`config.mk`:
```
export PLATFORM = sky130hd
export DESIGN_NAME = key_debounce_long_press_top_flat
export DESIGN_NICKNAME = d
export VERILOG_FILES = /design/src/hdl/kdlp_pkg.sv /design/src/hdl/kdlp_intf.sv /design/src/hdl/kdlp_core.sv /design/src/hdl/key_debounce_long_press_top.sv /design/src/flat_wrapper.sv
export SDC_FILE = /design/constraint.sdc
export NUM_CORES = 1
export LEC_CHECK = 0
export BUFFER_PORTS_ARGS = -buffer_cell sky130_fd_sc_hd__buf_4
export CAP_MARGIN = 10
export CORE_ASPECT_RATIO = 0.8
export CORE_MARGIN = 1
export CORE_UTILIZATION = 36
export CTS_CLUSTER_DIAMETER = 30
export DETAILED_ROUTE_END_ITERATION = 8
export HOLD_SLACK_MARGIN = 0.06
export PLACE_DENSITY = 0.5
export SKIP_CTS_REPAIR_TIMING = 1
export SLEW_MARGIN = 30
export SYNTH_ARGS = -nofsm -noshare
export SYNTH_HDL_FRONTEND = slang
export SYNTH_SLANG_ARGS = --single-unit
export TNS_END_PERCENT = 5
```
`constraint.sdc`:
```
create_clock -name clk_i -period 4.4 [get_ports clk_i]
set_input_delay 0.66 -clock clk_i [delete_from_list [all_inputs] [get_ports clk_i]]
set_output_delay 0.66 -clock clk_i [all_outputs]
set_load 0.02 [all_outputs]
```
`src/hdl/kdlp_pkg.sv`:
```
// Shared types and constants for the key debounce and long-press detector.
// No dependencies; the interface, core and top-level files refer to it by scoped names.
`default_nettype none

package kdlp_pkg;

  localparam int unsigned DebounceW = 8;
  localparam int unsigned HoldW     = 16;
  localparam int unsigned CfgDataW  = 16;

  localparam logic [DebounceW-1:0] DebounceCountRst = 8'd5;
  localparam logic [HoldW-1:0]     LongPressRst     = 16'd300;
  localparam logic                 LevelPressed     = 1'b1;

  typedef enum logic [0:0] {
    REG_DEBOUNCE_COUNT   = 1'b0,
    REG_LONG_PRESS_TICKS = 1'b1
  } cfg_reg_e;

  typedef struct packed {
    logic [DebounceW-1:0] debounce_count;
    logic [HoldW-1:0]     long_press_ticks;
  } kdlp_cfg_t;

  typedef struct packed {
    logic emit;
    logic key_event;
  } kdlp_result_t;

endpackage

`default_nettype wire

```
`src/hdl/kdlp_intf.sv`:
```
// Valid/ready channel interfaces for key samples, key events and register writes.
// Depends on kdlp_pkg for field widths and the register index type.
`default_nettype none

interface kdlp_key_if;
  logic valid;
  logic ready;
  logic key_pressed;

  modport source (output valid, output key_pressed, input ready);
  modport sink (input valid, input key_pressed, output ready);
endinterface

interface kdlp_event_if;
  logic valid;
  logic ready;
  logic key_event;

  modport source (output valid, output key_event, input ready);
  modport sink (input valid, input key_event, output ready);
endinterface

interface kdlp_cfg_if;
  logic                            valid;
  logic                            ready;
  kdlp_pkg::cfg_reg_e              index;
  logic [kdlp_pkg::CfgDataW-1:0]   data;

  modport source (output valid, output index, output data, input ready);
  modport sink (input valid, input index, input data, output ready);
endinterface

`default_nettype wire

```
`src/hdl/kdlp_core.sv`:
```
// Scan-phase machine: debounce, hold timing and event reporting for one tick.
// Depends on kdlp_pkg for the configuration and result structs.
`default_nettype none

module kdlp_core (
  input  logic                   clk_i,
  input  logic                   rst_ni,
  input  logic                   step_i,
  input  logic                   level_i,
  input  kdlp_pkg::kdlp_cfg_t    cfg_i,
  output kdlp_pkg::kdlp_result_t result_o
);

  typedef enum logic [1:0] {
    PH_IDLE     = 2'd0,
    PH_SCAN     = 2'd1,
    PH_DEBOUNCE = 2'd2,
    PH_WAIT     = 2'd3
  } phase_e;

  typedef enum logic [1:0] {
    EV_NONE  = 2'd0,
    EV_SHORT = 2'd1,
    EV_LONG  = 2'd2
  } event_e;

  phase_e                          phase_q, phase_d;
  logic [kdlp_pkg::DebounceW-1:0]  cnt_q, cnt_d;
  logic                            latched_q, latched_d;
  event_e                          pend_q, pend_d;
  event_e                          cur_q, cur_d;
  event_e                          last_q, last_d;
  logic [kdlp_pkg::HoldW-1:0]      hold_q, hold_d;
  logic                            emit;

  always_comb begin
    phase_d   = phase_q;
    cnt_d     = cnt_q;
    latched_d = latched_q;
    pend_d    = pend_q;
    cur_d     = cur_q;
    last_d    = last_q;
    hold_d    = hold_q;
    unique case (phase_q)
      PH_IDLE: begin
        cnt_d     = '0;
        latched_d = 1'b0;
        cur_d     = EV_NONE;
        last_d    = EV_NONE;
        hold_d    = '0;
        phase_d   = PH_SCAN;
      end
      PH_SCAN: begin
        latched_d = level_i;
        phase_d   = (level_i == kdlp_pkg::LevelPressed) ? PH_DEBOUNCE : PH_IDLE;
      end
      PH_DEBOUNCE: begin
        if (level_i == latched_q) begin
          cnt_d = cnt_q + 1'b1;
          if (cnt_d == cfg_i.debounce_count) begin
            phase_d = PH_WAIT;
            cnt_d   = '0;
            pend_d  = EV_SHORT;
          end
        end else begin
          phase_d = PH_IDLE;
        end
      end
      PH_WAIT: begin
        if (level_i != latched_q) begin
          cnt_d = cnt_q + 1'b1;
          if (cnt_d == cfg_i.debounce_count && level_i != kdlp_pkg::LevelPressed) begin
            phase_d = PH_IDLE;
            cur_d   = pend_q;
          end
        end else begin
          hold_d = hold_q + 1'b1;
          if (hold_d >= cfg_i.long_press_ticks) begin
            pend_d = EV_LONG;
            cur_d  = EV_LONG;
            hold_d = '0;
          end
        end
      end
      default: phase_d = PH_IDLE;
    endcase
    emit = (cur_d != EV_NONE) && (cur_d != last_d);
    if (emit) begin
      last_d = cur_d;
    end
  end

  assign result_o.emit      = step_i && emit;
  assign result_o.key_event = (cur_d == EV_LONG);

  always_ff @(posedge clk_i or negedge rst_ni) begin
    if (!rst_ni) begin
      phase_q   <= PH_IDLE;
      cnt_q     <= '0;
      latched_q <= 1'b0;
      pend_q    <= EV_NONE;
      cur_q     <= EV_NONE;
      last_q    <= EV_NONE;
      hold_q    <= '0;
    end else if (step_i) begin
      phase_q   <= phase_d;
      cnt_q     <= cnt_d;
      latched_q <= latched_d;
      pend_q    <= pend_d;
      cur_q     <= cur_d;
      last_q    <= last_d;
      hold_q    <= hold_d;
    end
  end

endmodule

`default_nettype wire

```
`src/hdl/key_debounce_long_press_top.sv`:
```
// Top level of the key debounce and long-press detector.
// Depends on kdlp_pkg, the channel interfaces in kdlp_intf.sv and kdlp_core.
`default_nettype none

// Each key beat is one scan tick. The block takes one beat per clock cycle
// while the event output is not stalled: a beat waits in the input register,
// the phase machine updates its state from it, and any event it raises lands in
// the output register; the event beat is valid once it is in that register.
// The input stage stalls only while an event beat waits in the output register
// and the next beat also needs to move. Ticks that raise no event give no beat.
// Register writes take effect the cycle after the write beat and are always
// accepted; index 0 is the debounce count, index 1 the long-press tick limit.
module key_debounce_long_press_top (
  input  logic            clk_i,
  input  logic            rst_ni,
  kdlp_key_if.sink        key_i,
  kdlp_event_if.source    event_o,
  kdlp_cfg_if.sink        cfg_i
);

  kdlp_pkg::kdlp_cfg_t    cfg_q;
  kdlp_pkg::kdlp_result_t result;
  logic                   in_valid_q;
  logic                   in_level_q;
  logic                   out_valid_q;
  logic                   out_event_q;
  logic                   advance;
  logic                   accept;

  assign advance     = in_valid_q && (!out_valid_q || event_o.ready);
  assign key_i.ready = !in_valid_q || advance;
  assign accept      = key_i.valid && key_i.ready;
  assign cfg_i.ready = 1'b1;

  assign event_o.valid     = out_valid_q;
  assign event_o.key_event = out_event_q;

  always_ff @(posedge clk_i or negedge rst_ni) begin
    if (!rst_ni) begin
      cfg_q.debounce_count   <= kdlp_pkg::DebounceCountRst;
      cfg_q.long_press_ticks <= kdlp_pkg::LongPressRst;
    end else if (cfg_i.valid) begin
      unique case (cfg_i.index)
        kdlp_pkg::REG_DEBOUNCE_COUNT:
          cfg_q.debounce_count <= cfg_i.data[kdlp_pkg::DebounceW-1:0];
        kdlp_pkg::REG_LONG_PRESS_TICKS:
          cfg_q.long_press_ticks <= cfg_i.data[kdlp_pkg::HoldW-1:0];
        default: ;
      endcase
    end
  end

  always_ff @(posedge clk_i or negedge rst_ni) begin
    if (!rst_ni) begin
      in_valid_q <= 1'b0;
    end else if (accept) begin
      in_valid_q <= 1'b1;
    end else if (advance) begin
      in_valid_q <= 1'b0;
    end
  end

  always_ff @(posedge clk_i) begin
    if (accept) begin
      in_level_q <= key_i.key_pressed;
    end
  end

  kdlp_core u_core (
    .clk_i    (clk_i),
    .rst_ni   (rst_ni),
    .step_i   (advance),
    .level_i  (in_level_q),
    .cfg_i    (cfg_q),
    .result_o (result)
  );

  always_ff @(posedge clk_i or negedge rst_ni) begin
    if (!rst_ni) begin
      out_valid_q <= 1'b0;
    end else if (result.emit) begin
      out_valid_q <= 1'b1;
    end else if (event_o.ready) begin
      out_valid_q <= 1'b0;
    end
  end

  always_ff @(posedge clk_i) begin
    if (result.emit) begin
      out_event_q <= result.key_event;
    end
  end

endmodule

`default_nettype wire

```
`src/flat_wrapper.sv`:
```
// flat-port wrapper written by rule: the top's interface ports become plain ports
module key_debounce_long_press_top_flat 
  (clk_i, rst_ni, key_i_valid, key_i_key_pressed, key_i_ready, event_o_valid, event_o_key_event, event_o_ready, cfg_i_valid, cfg_i_index, cfg_i_data, cfg_i_ready);
  kdlp_key_if key_i_i ();
  kdlp_event_if event_o_i ();
  kdlp_cfg_if cfg_i_i ();
  input  logic clk_i;
  input  logic rst_ni;
  input wire logic [$bits(key_i_i.valid)-1:0] key_i_valid;
  input wire logic [$bits(key_i_i.key_pressed)-1:0] key_i_key_pressed;
  output wire logic [$bits(key_i_i.ready)-1:0] key_i_ready;
  output wire logic [$bits(event_o_i.valid)-1:0] event_o_valid;
  output wire logic [$bits(event_o_i.key_event)-1:0] event_o_key_event;
  input wire logic [$bits(event_o_i.ready)-1:0] event_o_ready;
  input wire logic [$bits(cfg_i_i.valid)-1:0] cfg_i_valid;
  input wire logic [$bits(cfg_i_i.index)-1:0] cfg_i_index;
  input wire logic [$bits(cfg_i_i.data)-1:0] cfg_i_data;
  output wire logic [$bits(cfg_i_i.ready)-1:0] cfg_i_ready;
  assign key_i_i.valid = key_i_valid;
  assign key_i_i.key_pressed = key_i_key_pressed;
  assign key_i_ready = key_i_i.ready;
  assign event_o_valid = event_o_i.valid;
  assign event_o_key_event = event_o_i.key_event;
  assign event_o_i.ready = event_o_ready;
  assign cfg_i_i.valid = cfg_i_valid;
  assign cfg_i_i.index = cfg_i_index;
  assign cfg_i_i.data = cfg_i_data;
  assign cfg_i_ready = cfg_i_i.ready;
  key_debounce_long_press_top u_core (.clk_i(clk_i), .rst_ni(rst_ni), .key_i(key_i_i), .event_o(event_o_i), .cfg_i(cfg_i_i));
endmodule
```
==> impl_metrics.csv, run 1 <==
group,metric,value,unit
yosys,yosys.cell_count.top_type,"dfrtp_1",
power,vdd_drop_max,0.190,mV
layout,syn2layout_area_growth,14.8,%
yosys,ys_warn_count,0,
power,p_leak,0.00194,uW
placed_design,portBuffers,25,
critical_path,path_buf_inv,1,
floorplan,row_count,32,
critical_path,cp_common_cell,"nor2_1",
global_route,antenna_found_initial,0,
global_route,grt_pass1_wl,13700,um
routing,drcViolationCount,0,
critical_path,crit_required,4.48,ns
clocking,clkSlewWorstSetupHoldPaths,0.05,ns
critical_path,endpoint_kind,"register",
yosys,synth_area,3730,sq um
routing,top_layer,"met4",
placed_design,hpwl,5600,um
sta,maxSlewViolCount,0,
critical_path,max_stage_delay,0.43,ns
global_route,track_usage,16.8,%
sta,tightest_slew,0.900,ns
layout,fillers,951,
flow_run,max-cap-violations,0,
yosys,synth_fp_nets,415,
critical_path,path_max_fanout,6,
clocking,cts_tree,"yes",
critical_path,path_cells,"nand3_1 -> nor2_1 -> nand2_1 -> nor2_1 -> nand3_1 -> nor2_1 -> xor2_1 -> ha_1 -> a211oi_1 -> nor2_1 -> nor3_1 -> o211ai_1 -> buf_4 -> a211oi_2 -> nor2_1 -> nor4_2 -> nor3_1",
yosys,avgSynthCellArea,10.1,sq um
placed_design,placed_cells,518,
yosys,synth_top_family_by_area,"compound AO/OA/AOI/OAI gates",
floorplan,dieArea,10800,sq um
floorplan,start_util,37.9,%
yosys,synth_compound_area_share,16.5,%
yosys,ys_types,66,
global_route,grt_max_degree,60,
sta,post-route-period-util,89.2,%
layout,nNetsFinal,439,
sta,min_period,3.92,ns
sta,finalSetupViolCount,0,
routing,avgRoutedWirePerCell,14.9,um
routing,firstDrtPassIters,4,
yosys,synth_mux_area_share,8.05,%
critical_path,critPathKind,"register to register",
sta,maxSlewHeadroom,39.9,%
global_route,first_global_vias,2696,
floorplan,core_area,9850,sq um
sta,fmax,0.255,GHz
routing,wl_met3,380,um
routing,wl_met1,4270,um
placed_design,place.gp.congestion,0.801,
layout,final_cells,535,
floorplan,die_x,116,um
routing,wl,7980,um
yosys,ys_top_cells_by_area,"dfrtp_1 36%, ha_1 7.4%, mux2_2 7.2%",
routing,final_antenna_net_count,0,
floorplan,ios,27,
global_route,overflow,0,
layout,drive_above_1_share,22.1,%
yosys,seq_area_frac_synth,41.4,%
floorplan,die_h,93.0,um
routing,met2_length,3220,um
yosys,synth-edff-count,2,
critical_path,cp_top_family,"simple AND/OR/NAND/NOR gates",
yosys,synth_area_leader_cell,"dfrtp_1",
status,status,"finished, final reports clean",
yosys,synth_top_cell_area_share,35.6,%
yosys,postSynth.asyncResetShare,96.7,%
power,powerDensity,410,nW/um^2
yosys,synth_adder_area_share,7.38,%
clocking,clockBufferDepth,2,
yosys,synth-seq-cells,61,
layout,diodes,0,
routing,drt_iter0_markers,119,
sta,final-hold-violation-count,0,
worst_hold_path,hold_path_class,"primary input to asynchronous set/reset pin",
yosys,synth_xor_area_share,5.40,%
power,total_power,1760,uW
yosys,synthSimpleGateAreaFrac,15.9,%
yosys,synth_flop_cell,"dfrtp_1",
routing,vias,2724,
yosys,netlist_top_cells_count,"53 x dfrtp_1, 31 x nand2_1, 28 x inv_1",
critical_path,crit_path_start_kind,"register",
critical_path,timing.critical_path.slowest_stage_cell,"dfrtp_1",
clocking,cts_buffers,9,
critical_path,worstPathArrival,4.01,ns
routing,via_per_inst,5.09,
clocking,clk_root_buffer_cell,"clkbuf_16",
sta,fin_worst_skew,0.00548,ns
clocking,cts_sinks,61,
clocking,htreeDepth,3,
yosys,synth_cells,370,
clocking,insertion_delay,0.33,ns
cell families after synthesis:
logic type	after synthesis
AND/OR/NAND/NOR	110
AO/OA/AOI/OAI	84
flip-flops	61
buffers and inverters	42
multiplexers	27
XOR/XNOR	23
adder cells (fa/ha/maj)	22
other	1
cell usage in the layout, fill, tap and decap left out, types with 10 or more instances in the layout:
cell     count
nand2_1     31
ha_1        22
xor2_1      11
o21ai_0     25
a21oi_1     10
mux2_2      24
inv_1       28
buf_4       27
xnor2_1     12
nand3_1     15
a22o_1      11
dfrtp_1     53
nor2_1      21
metal layers:
metal	GRT usage (%)	vias to the layer above
li1	-	1371
met1	24.6	1292
met2	23.5	48
met3	4.93	13
met4	5.45	0
met5	0	-
flip-flops by register name, indices dropped and copies added (netlist names):
| name | flops |
|---|---|
| u_core.cfg_q | 24 |
| u_core.u_core.pend_q | 2 |
| u_core.u_core.cnt_q | 8 |
| u_core.u_core.cur_q | 2 |
| u_core.u_core.phase_q | 2 |
| u_core.u_core.last_q | 2 |
| u_core.event_o.valid | 1 |
| u_core.event_o.key_event | 1 |
| u_core.u_core.latched_q | 1 |
| u_core.in_valid_q | 1 |
| u_core.in_level_q | 1 |
| u_core.u_core.hold_q | 16 |
final cells by class:
type | instances | area, sq um | share of cell area (%)
clock inverters | 2 | 10.0 | 0.234
inverters | 28 | 105 | 2.45
flip-flops and latches | 61 | 1540 | 36.1
well taps | 136 | 170 | 3.97
clock buffers | 14 | 254 | 5.93
multi-input cells | 267 | 2000 | 46.6
repair buffers | 27 | 203 | 4.73
through the flow:
stage	cell area (sq um)	utilization [%]	hold WS [ns]	TNS (ns)	setup WS [ns]
floorplan	3730	-	0.364	0	0.891
global placement	4010	40.7	0.488	0	0.500
detailed placement	4010	40.7	0.493	0	0.424
CTS	4270	43.3	0.444	0	0.372
global route	4280	43.5	0.477	-0.0166	-0.0166
finish	4280	43.5	0.402	0	0.476
power breakdown:
part | internal [uW] | switching, uW | total [uW] | leakage [uW]
clock network | 395 | 242 | 636 | 0.000131
registers | 637 | 61.6 | 699 | 0.000773
logic | 169 | 253 | 422 | 0.00103
path summary, 6_finish.rpt:
path / endpoint / slack (ns) / start / cells past startpoint
hold reg to reg: u_core.cfg_q[13]$_DFFE_PN0P_ / 0.50 / u_core.cfg_q[13]$_DFFE_PN0P_ / 1
setup / recovery: u_core.event_o.key_event$_DFFE_PP_ / 0.48 / u_core.u_core.hold_q[2]$_DFFE_PN0P_ / 17
min in group clk_i: u_core.cfg_q[13]$_DFFE_PN0P_ / 0.50 / u_core.cfg_q[13]$_DFFE_PN0P_ / 1
hold / removal: u_core.cfg_q[0]$_DFFE_PN0P_ / 0.40 / rst_ni / 1
max in group asynchronous: u_core.cfg_q[10]$_DFFE_PN0P_ / 3.48 / rst_ni / 1
setup reg to reg: u_core.event_o.key_event$_DFFE_PP_ / 0.48 / u_core.u_core.hold_q[2]$_DFFE_PN0P_ / 17
(Power assumes the default switching activity.)
==> inputs of run 2 (changes only) <==
Clock period 4.4 ns to 5.1 ns, I/O delays scaled along.
==> run 2 against run 1 <==
  * Flip-flop and latch count did not move
  * Via count rose by 0.99%
  * Combinational power fell by 13%
  * Die area did not move
  * Cell count is 0.37% lower
  * Routed wire length rose by 0.11%
  * Global-route usage down 0.21 points
  * Utilization decreased by 0.20 points
  * Hold slack better by 0.098 ns
  * Sequential power shrank 14%
  * Critical path depth decreased by 1
  * Final area decreased by 0.47%
  * Largest cell class unchanged
==> impl_metrics.csv, run 2 (same netlist as run 1, synthesis figures left out) <==
group,metric,value,unit
status,status,"finished, final reports clean",
sta,post-route-period-util,80.0,%
critical_path,path_cells,"nand3_1 -> nor2_1 -> nand2_1 -> nor2_1 -> nand3_1 -> nor2_1 -> xor2_1 -> ha_1 -> a211oi_1 -> nor2_1 -> nor3_1 -> o211ai_1 -> a211oi_1 -> nor2_1 -> and2_1 -> nor3_1",
critical_path,path_max_fanout,6,
critical_path,crit_path_start_kind,"register",
clocking,cts_buffers,9,
floorplan,row_count,32,
sta,maxSlewViolCount,0,
sta,maxSlewHeadroom,39.9,%
floorplan,dieArea,10800,sq um
sta,rsz0062_at_grt,"false",
routing,wl_met1,4280,um
critical_path,max_stage_delay,0.45,ns
routing,avgRoutedWirePerCell,15.0,um
layout,layout_commonest_cell,"dfrtp_1",
worst_hold_path,hold_path_class,"register to register",
critical_path,crit_required,5.12,ns
floorplan,core_area,9850,sq um
routing,drcViolationCount,0,
layout,diodes,0,
sta,setup_slack,1.02,ns
floorplan,start_util,37.9,%
sta,setup_tns,0,ns
floorplan,die_h,93.0,um
global_route,overflow,0,
sta,final-hold-violation-count,0,
critical_path,endpoint_kind,"register",
power,vdd_drop_max,0.187,mV
sta,worst_hold_slack,0.500,ns
layout,nNetsFinal,437,
routing,via_per_inst,5.16,
critical_path,ff2ff_path_depth,16,
routing,drt_iter0_markers,111,
layout,final_cell_mix,"53 x dfrtp_1, 31 x nand2_1, 28 x inv_1",
clocking,htreeDepth,3,
layout,reg_top3,"u_core.cfg_q: 24 flops, u_core.u_core.hold_q: 16 flops, u_core.u_core.cnt_q: 8 flops",
power,p_leak,0.00192,uW
layout,top_register,"u_core.cfg_q",
sta,finalSetupViolCount,0,
layout,syn2layout_area_growth,14.3,%
routing,met2_length,3310,um
floorplan,die_x,116,um
routing,top_layer,"met4",
flow_run,max-cap-violations,0,
layout,largest_register_ffs,24,
worst_hold_path,whs_path_depth,1,
placed_design,place.gp.congestion,0.779,
sta,min_period,4.08,ns
global_route,grt_pass1_wl,13600,um
clocking,clockBufferDepth,2,
critical_path,timing.critical_path.slowest_stage_cell,"a211oi_1",
routing,vias,2751,
floorplan,ios,27,
placed_design,portBuffers,25,
clocking,insertion_delay,0.33,ns
clocking,clkSlewWorstSetupHoldPaths,0.05,ns
global_route,grt_max_degree,60,
placed_design,pre_cts_ws,1.05,ns
critical_path,worstPathArrival,4.10,ns
routing,wl_met3,336,um
global_route,track_usage,16.6,%
placed_design,hpwl,5650,um
clocking,cts_tree,"yes",
critical_path,critPathKind,"register to register",
routing,final_antenna_net_count,0,
sta,fin_worst_skew,0.00516,ns
critical_path,r2r_slack,1.02,ns
layout,drive_above_1_share,21.4,%
global_route,first_global_vias,2699,
power,powerDensity,357,nW/um^2
clocking,cts_sinks,61,
routing,wl,7990,um
routing,firstDrtPassIters,4,
clocking,clk_root_buffer_cell,"clkbuf_16",
global_route,antenna_found_initial,0,
critical_path,cp_common_cell,"nor2_1",
sta,tightest_slew,0.899,ns
sta,fmax,0.245,GHz
-- run 2: cell types whose count changed in the layout (fill, tap and decap cells not counted) --
cell and delta:
a211oi_1 +1, a211oi_2 -1, buf_4 -2
-- run 2: layout make-up --
type | count | area [sq um]
flip-flops and latches | 61 | 1540
fillers | 943 | 5590
inverters | 28 | 105
clock inverters | 2 | 10.0
multi-input cells | 267 | 1990
repair buffers | 25 | 188
well taps | 136 | 170
clock buffers | 14 | 254
-- run 2: path summary, 6_finish.rpt --
path,start,to
min in group asynchronous,rst_ni,u_core.cfg_q[1]$_DFFE_PN0P_
worst max register to register,u_core.u_core.hold_q[2]$_DFFE_PN0P_,u_core.event_o.key_event$_DFFE_PP_
max in group asynchronous,rst_ni,u_core.u_core.cur_q[1]$_DFFE_PN0P_
worst min register to register,u_core.u_core.hold_q[14]$_DFFE_PN0P_,u_core.u_core.hold_q[14]$_DFFE_PN0P_
worst max-delay path,u_core.u_core.hold_q[2]$_DFFE_PN0P_,u_core.event_o.key_event$_DFFE_PP_
worst min-delay path,u_core.u_core.hold_q[14]$_DFFE_PN0P_,u_core.u_core.hold_q[14]$_DFFE_PN0P_
-- run 2: through the flow --
stage               std cells  area [sq um]  utilization [%]  total power (uW)
CTS                       533          4260             43.3              1540
finish                    533          4260             43.3              1520
global route              533          4260             43.3              1620
detailed placement        517          4000             40.6               975
floorplan                 370          3730                -               869
global placement          517          4000             40.6               972
-- run 2: worst max-delay path: cells and delay by family, from the launching register on --
family                   cells  cell delay (ns)
flip-flops                   1             0.42
adder cells (fa/ha/maj)      1             0.28
AND/OR/NAND/NOR             11             1.95
XOR/XNOR                     1             0.21
AO/OA/AOI/OAI                3             0.89
-- run 2: power by group --
group,internal (uW),total (uW),switching (uW)
logic,145,366,220
registers,550,601,51.5
clock network,341,554,213
-- run 2: metal layers --
metal	vias to the layer above	GRT usage, %
met4	0	3.85
met2	46	23.2
met1	1324	24.2
met5	-	0
li1	1374	-
met3	7	5.83
